[src/hdl/mpi_pkg.sv]
// ----------------------------------------------------------------------------
// mpi_pkg
// Shared types, constants and helpers of the Mandelbrot pixel iterator.
// ----------------------------------------------------------------------------
package mpi_pkg;

   // image geometry (power-of-two sizes, mapping divides by shifting)
   localparam int IMG_W_LOG2   = 8;
   localparam int IMG_H_LOG2   = 8;
   localparam int IMAGE_WIDTH  = 1 << IMG_W_LOG2;
   localparam int IMAGE_HEIGHT = 1 << IMG_H_LOG2;
   localparam int IDX_BITS     = IMG_W_LOG2 + IMG_H_LOG2;
   localparam int PIX_COUNT    = 1 << IDX_BITS;

   localparam int FRAC_BITS = 28;
   localparam logic [63:0] ESCAPE_Q56 = 64'h0400_0000_0000_0000;

   localparam logic [7:0] PIX_BOUNDED = 8'd0;
   localparam logic [7:0] PIX_ESCAPED = 8'd255;

   // register indexes of the configuration port
   typedef enum logic [2:0] {
      CSR_SPAN_X   = 3'd0,
      CSR_SPAN_Y   = 3'd1,
      CSR_CENTER_X = 3'd2,
      CSR_CENTER_Y = 3'd3,
      CSR_ITER_CNT = 3'd4
   } csr_index_type;

   typedef struct packed {
      logic [30:0]        span_x;
      logic [30:0]        span_y;
      logic signed [31:0] center_x;
      logic signed [31:0] center_y;
      logic [15:0]        iter_count;
   } cfg_type;

   // one classified pixel: store index and its point c
   typedef struct packed {
      logic [IDX_BITS-1:0] idx;
      logic signed [31:0]  cr;
      logic signed [31:0]  ci;
   } item_type;

   // saturate a wide signed sum to signed 32 bits
   function automatic logic signed [31:0] sat32(input logic signed [39:0] v);
      logic signed [31:0] r;
      if (v > 40'sd2147483647) begin
         r = 32'sh7FFF_FFFF;
      end else if (v < -40'sd2147483648) begin
         r = 32'sh8000_0000;
      end else begin
         r = v[31:0];
      end
      return r;
   endfunction

endpackage

[src/hdl/mpi_fifo.sv]
// ----------------------------------------------------------------------------
// mpi_fifo
// Two-entry queue of classified pixels between front and back.
// ----------------------------------------------------------------------------
module mpi_fifo
   import mpi_pkg::*;
(
   input  logic     clock,
   input  logic     reset,
   input  logic     wr_valid,
   output logic     wr_ready,
   input  item_type wr_data,
   output logic     rd_valid,
   input  logic     rd_ready,
   output item_type rd_data
);

   item_type   mem_ff [2];
   logic       wptr_ff, rptr_ff;
   logic [1:0] cnt_ff;
   logic       push, pop;

   assign wr_ready = (cnt_ff != 2'd2);
   assign rd_valid = (cnt_ff != 2'd0);
   assign rd_data  = mem_ff[rptr_ff];
   assign push     = wr_valid && wr_ready;
   assign pop      = rd_valid && rd_ready;

   // storage
   always_ff @(posedge clock) begin
      if (push) begin
         mem_ff[wptr_ff] <= wr_data;
      end
   end

   // pointers and fill count
   always_ff @(posedge clock) begin
      if (reset) begin
         wptr_ff <= 1'b0;
         rptr_ff <= 1'b0;
         cnt_ff  <= 2'd0;
      end else begin
         if (push) wptr_ff <= ~wptr_ff;
         if (pop)  rptr_ff <= ~rptr_ff;
         cnt_ff <= cnt_ff + {1'b0, push} - {1'b0, pop};
      end
   end

endmodule

[config.mk]
export PLATFORM = sky130hd
export DESIGN_NAME = mpi_fifo
export DESIGN_NICKNAME = d
export VERILOG_FILES = /design/src/hdl/mpi_pkg.sv /design/src/hdl/mpi_fifo.sv
export SDC_FILE = /design/constraint.sdc
export NUM_CORES = 1
export LEC_CHECK = 0
export BUFFER_PORTS_ARGS = -buffer_cell sky130_fd_sc_hd__buf_2
export CORE_MARGIN = 3
export CORE_UTILIZATION = 32
export CTS_BUF_LIST = sky130_fd_sc_hd__clkbuf_4 sky130_fd_sc_hd__clkbuf_8
export DETAILED_ROUTE_END_ITERATION = 10
export GPL_ROUTABILITY_DRIVEN = 0
export PLACE_DENSITY_LB_ADDON = 0.3
export SYNTH_ARGS = -nofsm -noshare
export SYNTH_HDL_FRONTEND = slang
export SYNTH_SLANG_ARGS = --single-unit
export TNS_END_PERCENT = 100
[constraint.sdc]
create_clock -name clock -period 5.4 [get_ports clock]
set_input_delay 0 -clock clock [delete_from_list [all_inputs] [get_ports clock]]
set_output_delay 0 -clock clock [all_outputs]
set_load 0.01 [all_outputs]
**Word-level counts from Yosys, hierarchy flattened**

Memories as Yosys holds them, arrays and structs flattened. A register that Yosys moved wholly into a read port is not among the register bits.
Cells that the tools add are included.

- Register bits after elaboration: 4
- Latch bits: 0
- RAM bits: 160
- ROM bits: 0
- Input port bits: 84
- Output and inout port bits: 82
- Logic and storage cells: 16
- Memories: 1

Memories:

| name | words | bits a word | read ports | clocked after memory_dff | write ports | line | text |
|---|---|---|---|---|---|---|---|
| mem_ff | 2 | 80 | 1 | 1 | 1 | mpi_fifo.sv:18 | `item_type mem_ff [2];` |

- Add/subtract/negate cells: 2
- Multiply operators: 0
- Divide/modulo/power cells: 0
- Order comparisons: 0
- Eq/ne operators: 1
- Shifts and indexed selects: 0
- Multiplexer cells: 4
- Bitwise logic cells: 2
- Reductions and logical operators: 3

Operators by type and width:

| operator | count |
|---|---|
| 2-to-1 mux 1 bit | 4 |
| adder 2 x 1 -> 2 bit | 1 |
| logical AND 1 bit | 2 |
| != test 2 bit (second input constant) | 1 |
| NOT 1 bit | 2 |
| nonzero test 2 bit | 1 |
| subtractor 2 x 1 -> 2 bit | 1 |

**Longest topological paths before layout**

- Depth after elaboration: 4
- Mapped depth: 8
- Gate-level depth less buffers: 8

**Least setup slack after synthesis**

Ideal clock, no wire load.

- Path kind: register to register
- Start point: reg cnt_ff[0]
- End point: mem mem_ff[0][0] (netlist bit), enable pin
- Arrival time: 3.937 ns
- Path slack: 0.944 ns
- Cell stages (with the launch flop): 4
- Buffers on the path: 0
- Cells stage by stage: dfxtp_1 nand2b_2 nand2_1 nor2_1

- Longest elaborated chain between the ends: 4

Ends and longest elaborated chain:

| item | line | text |
|---|---|---|
| start, declared | mpi_fifo.sv:20 | `logic [1:0] cnt_ff;` |
| start signal, assigned | mpi_fifo.sv:45 | `cnt_ff <= cnt_ff + {1'b0, push} - {1'b0, pop};` |
| != test 2 bit | mpi_fifo.sv:23 | `assign wr_ready = (cnt_ff != 2'd2);` |
| named net wr_ready | mpi_fifo.sv:11 | `output logic wr_ready,` |
| logical AND 1 bit | mpi_fifo.sv:26 | `assign push = wr_valid && wr_ready;` |
| 2-to-1 mux 1 bit | mpi_fifo.sv:31 | `if (push) begin` |
| 2-to-1 mux 1 bit (not written as such) | mpi_fifo.sv:32 | `mem_ff[wptr_ff] <= wr_data;` |
| end, declared | mpi_fifo.sv:18 |  |

The timed path passes the listed nets, and every way through them passes these cells.

==> results.py <==
metrics = {
    "synth": {
        "synth_simple_gate_area_frac": 0.008787,
        "synthMuxAreaShare": 0.1892,
        "synth_fa_ha_area_frac": 0.003905,
        "synth_compound_area_frac": 0.001172,
        "synth.yosys.seq_area_share": 0.7655,
        "synth_fp_nets": 359,
        "synth_top_family_by_area": "multiplexers",
        "synth_xor_area_frac": 0.004101,
        "synth_top_area_share": 0.7499,
        "syn_inst": 273,
        "synth_largest_area_cell": "edfxtp_1",
        "ys_types": 17,
        "netlist_area_um2": 6407,
        "syn_area_per_cell_um2": 23.47,
        "yosys_warnings": 0,
        "ys_ff_latch": 165,
        "synth_area_leaders": "edfxtp_1 75%, mux2_4 19%, buf_12 2.5%, dfxtp_1 1.6%, ha_1 0.39%",
    },
    "critical_path": {
        "cp_slowest_cell": "dfxtp_4",
        "crit_buf_inv": 2,
        "worstSetupPathType": "flop to output port",
        "crit_fanout": 48,
        "crit_path_start_kind": "flop",
        "crit_chain": "buf_4, mux2_4, buf_2",
        "arrival_ps": 2620,
        "required_ps": 5400,
        "cp_top_family": "flip-flops",
        "crit_path_end_kind": "output port",
        "critPathMaxStageDelay_ps": 980,
        "reg2reg_slack_ps": 3290,
    },
    "floorplan": {
        "start_util": 0.3271,
        "core_um2": 19590,
        "die_h_um": 147.5,
        "io_pins": 166,
        "die-area_um2": 21760,
        "fp-row-count": 51,
        "die_w_um": 147.5,
    },
    "routing": {
        "wire_per_inst_um": 14.90,
        "firstDrtPassIters": 4,
        "vias": 3351,
        "drt_iter0_markers": 133,
        "vias_per_cell": 4.122,
        "drtAntennaViolNets": 0,
        "drcViolationCount": 0,
        "detail_route.wirelength_um": 12120,
    },
    "clocking": {
        "cts_setup_buffers": 0,
        "clkSlewWorstSetupHoldPaths_ps": 90,
        "cts_tree": "done",
        "cts_root_buf": "clkbuf_8",
        "clock_latency_ps": 430,
        "numCtsBuffers": 17,
        "cts_buffer_depth": 2,
        "hold_buffers": 84,
        "htreeDepth": 4,
        "cts_resized": 0,
        "cts_sinks": 165,
    },
    "power_and_ir_drop": {
        "p_leak_nw": 3.413,
        "ir_drop_mv": 0.1832,
        "p_per_area_nw_per_um2": 413.9,
        "finalPower_w": 0.003602,
    },
    "worst_hold_path": {
        "hold_path.class": "primary input to flop",
    },
    "sta": {
        "rsz0062_at_grt": "no",
        "holdWs_ps": 279.2,
        "finalWorstSetupSlack_ps": 2784,
        "min_period_ps": 2616,
        "tightest_slew_ps": 1162,
        "relSlewSlack": 0.2254,
        "finalCritPeriodShare": 0.4844,
        "slew_viol_final": 0,
        "timing.final.hold_violations": 0,
        "fmax_mhz": 382.3,
        "finalSetupTns_ps": 0,
        "skew_ps": 12.12,
        "setup_violations": 0,
    },
    "global_routing": {
        "grt_first_pass_wirelength_um": 19080,
        "antenna_found_initial": 0,
        "grt-ovfl-total": 0,
        "groute.usage.overall": 0.1134,
        "grt_max_degree": 81,
        "grt_pass1_vias": 3733,
    },
    "final_layout": {
        "fin_area_um2": 8703,
        "diodes": 0,
        "nets": 621,
        "area.growth.synth_to_final_pct": 35.83,
        "drive_gt1_frac": 0.5201,
        "final_common_cell": "buf_2",
        "final_cell_mix": "165 x buf_2, 160 x edfxtp_1, 84 x dlygate4sd3_1",
    },
    "status": {
        "status": "finished clean",
    },
    "placement": {
        "dp_hpwl_um": 7561,
        "placed_area_um2": 7432,
        "dp_worst_setup_slack_ps": 3178,
        "io_buffers": 165,
    },
    "flow_run": {
        "maxCapViolations": 0,
    },
}
path summary, 6_finish.rpt:
path,cells past startpoint,to,start
setup / recovery,3,rd_data[49],flop
hold / removal,2,mem_ff[0][12],wr_data[12]
setup reg to reg,4,mem_ff[0][53],cnt_ff[0]
hold reg to reg,2,rptr_ff,rptr_ff
layout make-up:
type / count / area, um^2
sequential: 165 / 4908
inverter: 1 / 3.754
tap: 265 / 331.6
clock buffer: 19 / 249.0
clock inverter: 13 / 181.4
multi-input combinational: 98 / 1340
fill: 1776 / 10890
timing repair buffer: 252 / 1689
per-layer routing:
metal / track usage / share of wire
met1: 0.1289 / 0.40
met2: 0.1984 / 0.54
met3: 0.04016 / 0.057
met4: 0.03914 / 0.0062
met5: 0 / 0
sequential cells by signal (all words and copies together) (netlist names), named ones only:
register / count
cnt_ff: 2
mem_ff: 160
wptr_ff: 1
rptr_ff: 1
kinds of logic after synthesis:
kind of cell | after synthesis
buffers and inverters | 10
and+or+nand+nor | 11
muxes | 81
AOI/OAI and AO/OA | 1
adders and majority gates | 2
xor gates and xnor gates | 3
DFF | 165
report_power, final:
group | switching, W | total, W | internal, W
clock network | 0.000435 | 0.000948 | 0.000514
registers | 0.000111 | 0.00172 | 0.00161
logic | 0.000411 | 0.000934 | 0.000523
total | 0.000957 | 0.00360 | 0.00265
Yosys cell counts, drive strengths merged:
library cell and instances:
dfxtp 5, xnor2 2, or2 1, edfxtp 160, nand2b 1, buf 9, xor2 1, nand2 1
nor2 5, inv 1, nor2b 2, o21a 1, mux2 81, and3 1, ha 2
stage by stage:
step | util | std cells
after global placement | 0.3794 | 697
after CTS | 0.4443 | 813
after detailed placement | 0.3794 | 697
after floorplan | - | 273
final | 0.4443 | 813
after global routing | 0.4443 | 813
Note: power is estimated with default switching activity, not from simulation.
