[src/hdl/mpi_pkg.sv]
// ----------------------------------------------------------------------------
// mpi_pkg
// Shared types, constants and helpers of the Mandelbrot pixel iterator.
// ----------------------------------------------------------------------------
package mpi_pkg;

   // image geometry (power-of-two sizes, mapping divides by shifting)
   localparam int IMG_W_LOG2   = 8;
   localparam int IMG_H_LOG2   = 8;
   localparam int IMAGE_WIDTH  = 1 << IMG_W_LOG2;
   localparam int IMAGE_HEIGHT = 1 << IMG_H_LOG2;
   localparam int IDX_BITS     = IMG_W_LOG2 + IMG_H_LOG2;
   localparam int PIX_COUNT    = 1 << IDX_BITS;

   localparam int FRAC_BITS = 28;
   localparam logic [63:0] ESCAPE_Q56 = 64'h0400_0000_0000_0000;

   localparam logic [7:0] PIX_BOUNDED = 8'd0;
   localparam logic [7:0] PIX_ESCAPED = 8'd255;

   // register indexes of the configuration port
   typedef enum logic [2:0] {
      CSR_SPAN_X   = 3'd0,
      CSR_SPAN_Y   = 3'd1,
      CSR_CENTER_X = 3'd2,
      CSR_CENTER_Y = 3'd3,
      CSR_ITER_CNT = 3'd4
   } csr_index_type;

   typedef struct packed {
      logic [30:0]        span_x;
      logic [30:0]        span_y;
      logic signed [31:0] center_x;
      logic signed [31:0] center_y;
      logic [15:0]        iter_count;
   } cfg_type;

   // one classified pixel: store index and its point c
   typedef struct packed {
      logic [IDX_BITS-1:0] idx;
      logic signed [31:0]  cr;
      logic signed [31:0]  ci;
   } item_type;

   // saturate a wide signed sum to signed 32 bits
   function automatic logic signed [31:0] sat32(input logic signed [39:0] v);
      logic signed [31:0] r;
      if (v > 40'sd2147483647) begin
         r = 32'sh7FFF_FFFF;
      end else if (v < -40'sd2147483648) begin
         r = 32'sh8000_0000;
      end else begin
         r = v[31:0];
      end
      return r;
   endfunction

endpackage

[src/hdl/mpi_front.sv]
// ----------------------------------------------------------------------------
// mpi_front
// Accepts pixel words and maps each coordinate to the point c.
// ----------------------------------------------------------------------------
module mpi_front
   import mpi_pkg::*;
(
   input  logic        clock,
   input  logic        reset,
   input  cfg_type     cfg,
   input  logic        enable,
   input  logic        in_valid,
   output logic        in_ready,
   input  logic [7:0]  pixel_x,
   input  logic [7:0]  pixel_y,
   output logic        out_valid,
   input  logic        out_ready,
   output item_type    out_data
);

   logic                     st_valid_ff;
   logic [IDX_BITS-1:0]      st_idx_ff;
   logic signed [40:0]       px_prod_ff, py_prod_ff;
   logic signed [8:0]        dx, dy;
   logic signed [40:0]       qx_adj, qy_adj;
   logic signed [39:0]       qx, qy;
   logic                     take;

   assign dx = $signed({1'b0, pixel_x}) - 9'sd128;
   assign dy = $signed({1'b0, pixel_y}) - 9'sd128;

   assign in_ready  = enable && (!st_valid_ff || out_ready);
   assign take      = in_valid && in_ready;
   assign out_valid = st_valid_ff;

   // stage: span times offset from the image center
   always_ff @(posedge clock) begin
      if (reset) begin
         st_valid_ff <= 1'b0;
      end else if (take) begin
         st_valid_ff <= 1'b1;
      end else if (out_ready) begin
         st_valid_ff <= 1'b0;
      end
   end

   always_ff @(posedge clock) begin
      if (take) begin
         st_idx_ff  <= {pixel_y, pixel_x};
         px_prod_ff <= $signed({1'b0, cfg.span_x}) * dx;
         py_prod_ff <= $signed({1'b0, cfg.span_y}) * dy;
      end
   end

   // divide truncating toward zero, then add center_x to the real part and subtract center_y from the imaginary part
   assign qx_adj = px_prod_ff + (px_prod_ff[40] ? 41'sd255 : 41'sd0);
   assign qy_adj = py_prod_ff + (py_prod_ff[40] ? 41'sd255 : 41'sd0);
   assign qx     = 40'(qx_adj >>> IMG_W_LOG2);
   assign qy     = 40'(qy_adj >>> IMG_H_LOG2);

   assign out_data.idx = st_idx_ff;
   assign out_data.cr  = sat32(qx + 40'(cfg.center_x));
   assign out_data.ci  = sat32(qy - 40'(cfg.center_y));

endmodule

[config.mk]
export PLATFORM = sky130hd
export DESIGN_NAME = mpi_front
export DESIGN_NICKNAME = d
export VERILOG_FILES = /design/src/hdl/mpi_pkg.sv /design/src/hdl/mpi_front.sv
export SDC_FILE = /design/constraint.sdc
export NUM_CORES = 2
export LEC_CHECK = 0
export BUFFER_PORTS_ARGS = -buffer_cell sky130_fd_sc_hd__buf_2
export CAP_MARGIN = 30
export CORE_UTILIZATION = 60
export CTS_CLUSTER_SIZE = 14
export DETAILED_ROUTE_END_ITERATION = 6
export MAX_ROUTING_LAYER = met4
export PLACE_DENSITY = 0.81
export SLEW_MARGIN = 20
export SYNTH_ARGS = -nofsm -noshare
export SYNTH_HDL_FRONTEND = slang
export SYNTH_SLANG_ARGS = --single-unit
export TNS_END_PERCENT = 100
[constraint.sdc]
create_clock -name clock -period 7.1 [get_ports clock]
set_input_delay 0.355 -clock clock [delete_from_list [all_inputs] [get_ports clock]]
set_output_delay 0.355 -clock clock [all_outputs]
set_load 0.1 [all_outputs]
Word level (Yosys, flattened, before mapping)
Index checks and enable logic that the tools add are counted.
W data, S select, Z words.
{"block": "op_classes", "mul": 2, "magnitude_cmp": 4, "muxes": 8, "add_sub_neg": 6, "n_reduce_logical": 5}
{"cell": "$mux W32", "count": 4}
{"cell": "$add A41 B9 Y41", "count": 2}
{"cell": "$mul A32 B9 Y41", "count": 2}
{"cell": "$gt A34 B32 Y1 const B", "count": 2}
{"cell": "$lt A34 B32 Y1 const B", "count": 2}
{"cell": "$add A33 B32 Y34", "count": 1}
{"cell": "$sub A33 B32 Y34", "count": 1}
{"cell": "$sub A8 B8 Y9 const B", "count": 2}
{"cell": "$mux W8", "count": 2}
{"cell": "$logic_and A1 B1 Y1", "count": 2}
{"cell": "$mux W1", "count": 2}
{"cell": "$reduce_bool A2 Y1", "count": 1}
{"cell": "$logic_not A1 Y1", "count": 1}
{"cell": "$logic_or A1 B1 Y1", "count": 1}
{"block": "word_totals", "word_cells": 29, "input_bits": 163, "out_inout_bits": 82, "reg_bits": 99}

Longest topological paths before layout
{"block": "depth", "word_depth": 6, "mapped_depth": 25, "depth_no_buf": 22}

Worst setup path after synthesis
Ideal clock, no wire load.
{"block": "synth_path", "kind": "register to output", "startpoint": "register px_prod_ff[40]", "endpoint": "output out_data[63] (netlist name)", "path_stages_with_launch": 22, "arrival_ns": 6.672, "path_slack_ns": 0.073, "t_required_ns": 6.745, "path_buffers": 1, "cell_sequence": "edfxtp_1 -> ha_1 -> a31o_1 -> a21o_1 -> a21o_1 -> a21o_1 -> a2111oi_2 -> nor3b_1 -> clkbuf_1 -> nand4_1 -> inv_1 -> and3_1 -> xor2_1 -> ha_1 -> and4_1 -> and3_1 -> a31oi_1 -> a21oi_1 -> o21ai_1 -> a31oi_1 -> a211o_1 -> o21ai_0"}
{"element": "from (decl)", "line_no": "mpi_front.sv:23", "rtl": "logic signed [40:0] px_prod_ff, py_prod_ff;"}
{"element": "from (signal assigned)", "line_no": "mpi_front.sv:50", "rtl": "px_prod_ff <= $signed({1'b0, cfg.span_x}) * dx;"}
{"element": "to (decl)", "line_no": "mpi_front.sv:18", "rtl": "output item_type out_data"}

==> impl_metrics.env <==
export IMPL_critPathMaxFanout=16
export IMPL_cts_tree="done"
export IMPL_htreeDepth=3
export IMPL_synthToLayoutAreaGrowth_pct=9.56
export IMPL_crit_path_end_kind="primary output"
export IMPL_top_layer="met4"
export IMPL_clock_sinks=99
export IMPL_final_cell_mix="452 x inv_1, 410 x fa_1, 379 x nand2_1"
export IMPL_coreArea_sq_mm=0.0423
export IMPL_grtUsageTotal_pct=30.3
export IMPL_drt_pass1_iterations=7
export IMPL_fp_dieW_um=210
export IMPL_routed_wl_um=64300
export IMPL_drtAntennaViolNets=0
export IMPL_hold_class="in2reg"
export IMPL_dp_slack_ps=151
export IMPL_final_hold_viol_count=0
export IMPL_start_util_pct=61.4
export IMPL_cts_root_buf="clkbuf_16"
export IMPL_drc=1
export IMPL_final_common_cell="inv_1"
export IMPL_setup_violations=0
export IMPL_synth_nets=3760
export IMPL_slew_headroom_pct=46.6
export IMPL_num_vias=20909
export IMPL_synthArstFlopShare_pct=0
export IMPL_grt_max_degree=64
export IMPL_worst_pin_slew_ps=801
export IMPL_fmax_mhz=145
export IMPL_met3_length_um=5210
export IMPL_run_status="finished with violations"
export IMPL_ys_seq_elements=99
export IMPL_ios=245
export IMPL_grt_pass1_wl_um=104000
export IMPL_wire_per_inst_um=17.6
export IMPL_synthesis_area_sq_mm=0.0260
export IMPL_criticalPathCategory="reg2out"
export IMPL_drt_iter0_markers=1471
export IMPL_synth_seq_area_share_pct=11.4
export IMPL_skew_ps=11.2
export IMPL_synth_edf_count=98
export IMPL_hold_ws_ps=130
export IMPL_dp_hpwl_um=52200
export IMPL_worst_skew_pair_late_latency_ps=380
export IMPL_avgSynthCellArea_sq_um=8.93
export IMPL_gp_congestion=0.951
export IMPL_antenna_found_initial=4
export IMPL_layout_setup_ws_ps=191
export IMPL_cap_violations=0
export IMPL_grt_overflow=0
export IMPL_start_kind="register"
export IMPL_worstPathRequired_ps=6740
export IMPL_yosys_warnings=0
export IMPL_viasPerCell=5.74
export IMPL_failed_checks="design-rule violations"
export IMPL_drive_above_1_share_pct=12.0
export IMPL_fp_dieH_um=210
export IMPL_drv_slew=0
export IMPL_cts_max_path_buffers=2
export IMPL_crit_arrival_ps=6550
export IMPL_fillers=3309
export IMPL_clkTransAtPathRegs_ps=70
export IMPL_synthFlopType="edfxtp_1"
export IMPL_synth_distinct_cells=69
export IMPL_fin_crit_ps=6910
export IMPL_met2_length_um=30100
export IMPL_postCtsHoldBufs=0
export IMPL_nets=3907
export IMPL_r2r_slack_ps=4880
export IMPL_cts_buffers=9
export IMPL_port_buffers=228
export IMPL_die_area_sq_mm=0.0441
export IMPL_met1_length_um=27800
export IMPL_synthCells=2909
export IMPL_grt_pass1_vias=21474
export IMPL_finalCritPeriodShare_pct=97.3
export IMPL_fp_row_count=75
==> what timing repair did <==
item,CTS,global route
buffers inserted,3,4
cloned,1,1
endpoints found under the setup margin,31,42
gates resized for setup,6,8
pin swaps,2,1
==> path summary, 6_finish.rpt <==
check / start / end / cells past startpoint
max: px_prod_ff[40]$_DFFE_PP_ / out_data[53] / 24
min: reset / out_valid$_SDFFE_PP0P_ / 2
max reg2reg: out_valid$_SDFFE_PP0P_ / px_prod_ff[27]$_DFFE_PP_ / 5
min reg2reg: out_valid$_SDFFE_PP0P_ / out_valid$_SDFFE_PP0P_ / 2
==> cell type report <==
type                    instances  area (sq um)  share of cell area, %
inverters                     454          1710                   6.00
clock buffers                   9           225                  0.792
repair buffers                261          1870                   6.57
diodes                          4          10.0                 0.0352
clock inverters                 7          60.1                  0.211
flip-flops and latches         99          2960                   10.4
multi-input cells            2231         20900                   73.4
well taps                     577           722                   2.54
==> metal layers <==
layer	up-vias	GRT usage (%)
met5	-	-
met4	0	7.27
met3	99	3.25
met2	943	49.1
met1	10227	41.1
li1	9640	-
==> critical path: stages (launching register included) <==
cell and delay, ps:
edfxtp_1 510, ha_1 350, a31o_1 200, a21o_1 180
a21o_1 170, a21o_1 200, a2111oi_4 440, nor3b_1 170
buf_2 200, nand4_1 220, inv_1 130, and3_1 210
xor2_1 150, ha_1 350, and4_1 260, and3_1 200
a31oi_1 250, a21oi_2 140, o21ai_1 260, a31oi_2 250
a2111oi_4 660, nor3b_4 90, buf_12 170, a31o_1 240
buf_12 170
==> sequential cells by signal, summed over array words and instances (netlist names) <==
| signal | cells |
|---|---|
| st_idx_ff | 16 |
| out_valid | 1 |
| py_prod_ff | 41 |
| px_prod_ff | 41 |
==> cells by family after synthesis <==
kind of cell / share of synthesized area (%)
AOI/OAI and AO/OA: 11.2
DFF: 11.4
buffers and inverters: 8.56
and+or+nand+nor: 17.6
muxes: 0.116
xor gates and xnor gates: 6.14
adders and majority gates: 45.0
==> synth_stat cells (55+ instances only) <==
cell type,number,area [sq um]
and2_1,206,1290
o21ai_0,55,275
a21oi_1,107,536
nor2_1,81,304
a21o_1,99,743
clkbuf_1,101,379
ha_1,278,3480
xnor2_1,120,1050
inv_1,453,1700
or2_2,61,382
fa_1,410,8210
edfxtp_1,98,2940
nand2_1,379,1420
xor2_1,62,543
==> stage by stage <==
| stage | cell area, sq um | instances | utilization (%) | TNS, ps |
|---|---|---|---|---|
| finish | 28500 | 3642 | 67.2 | 0 |
| global route | 28500 | 3642 | 67.2 | -583 |
| CTS | 28400 | 3633 | 67.0 | 0 |
| detailed placement | 28000 | 3613 | 66.1 | 0 |
| global placement | 28000 | 3612 | 66.1 | 0 |
| floorplan | 26000 | 2909 | - | 0 |
Power is left out: the tool's default activity adds up to more than one toggle a clock period on the data nets, which glitch-free logic cannot reach.
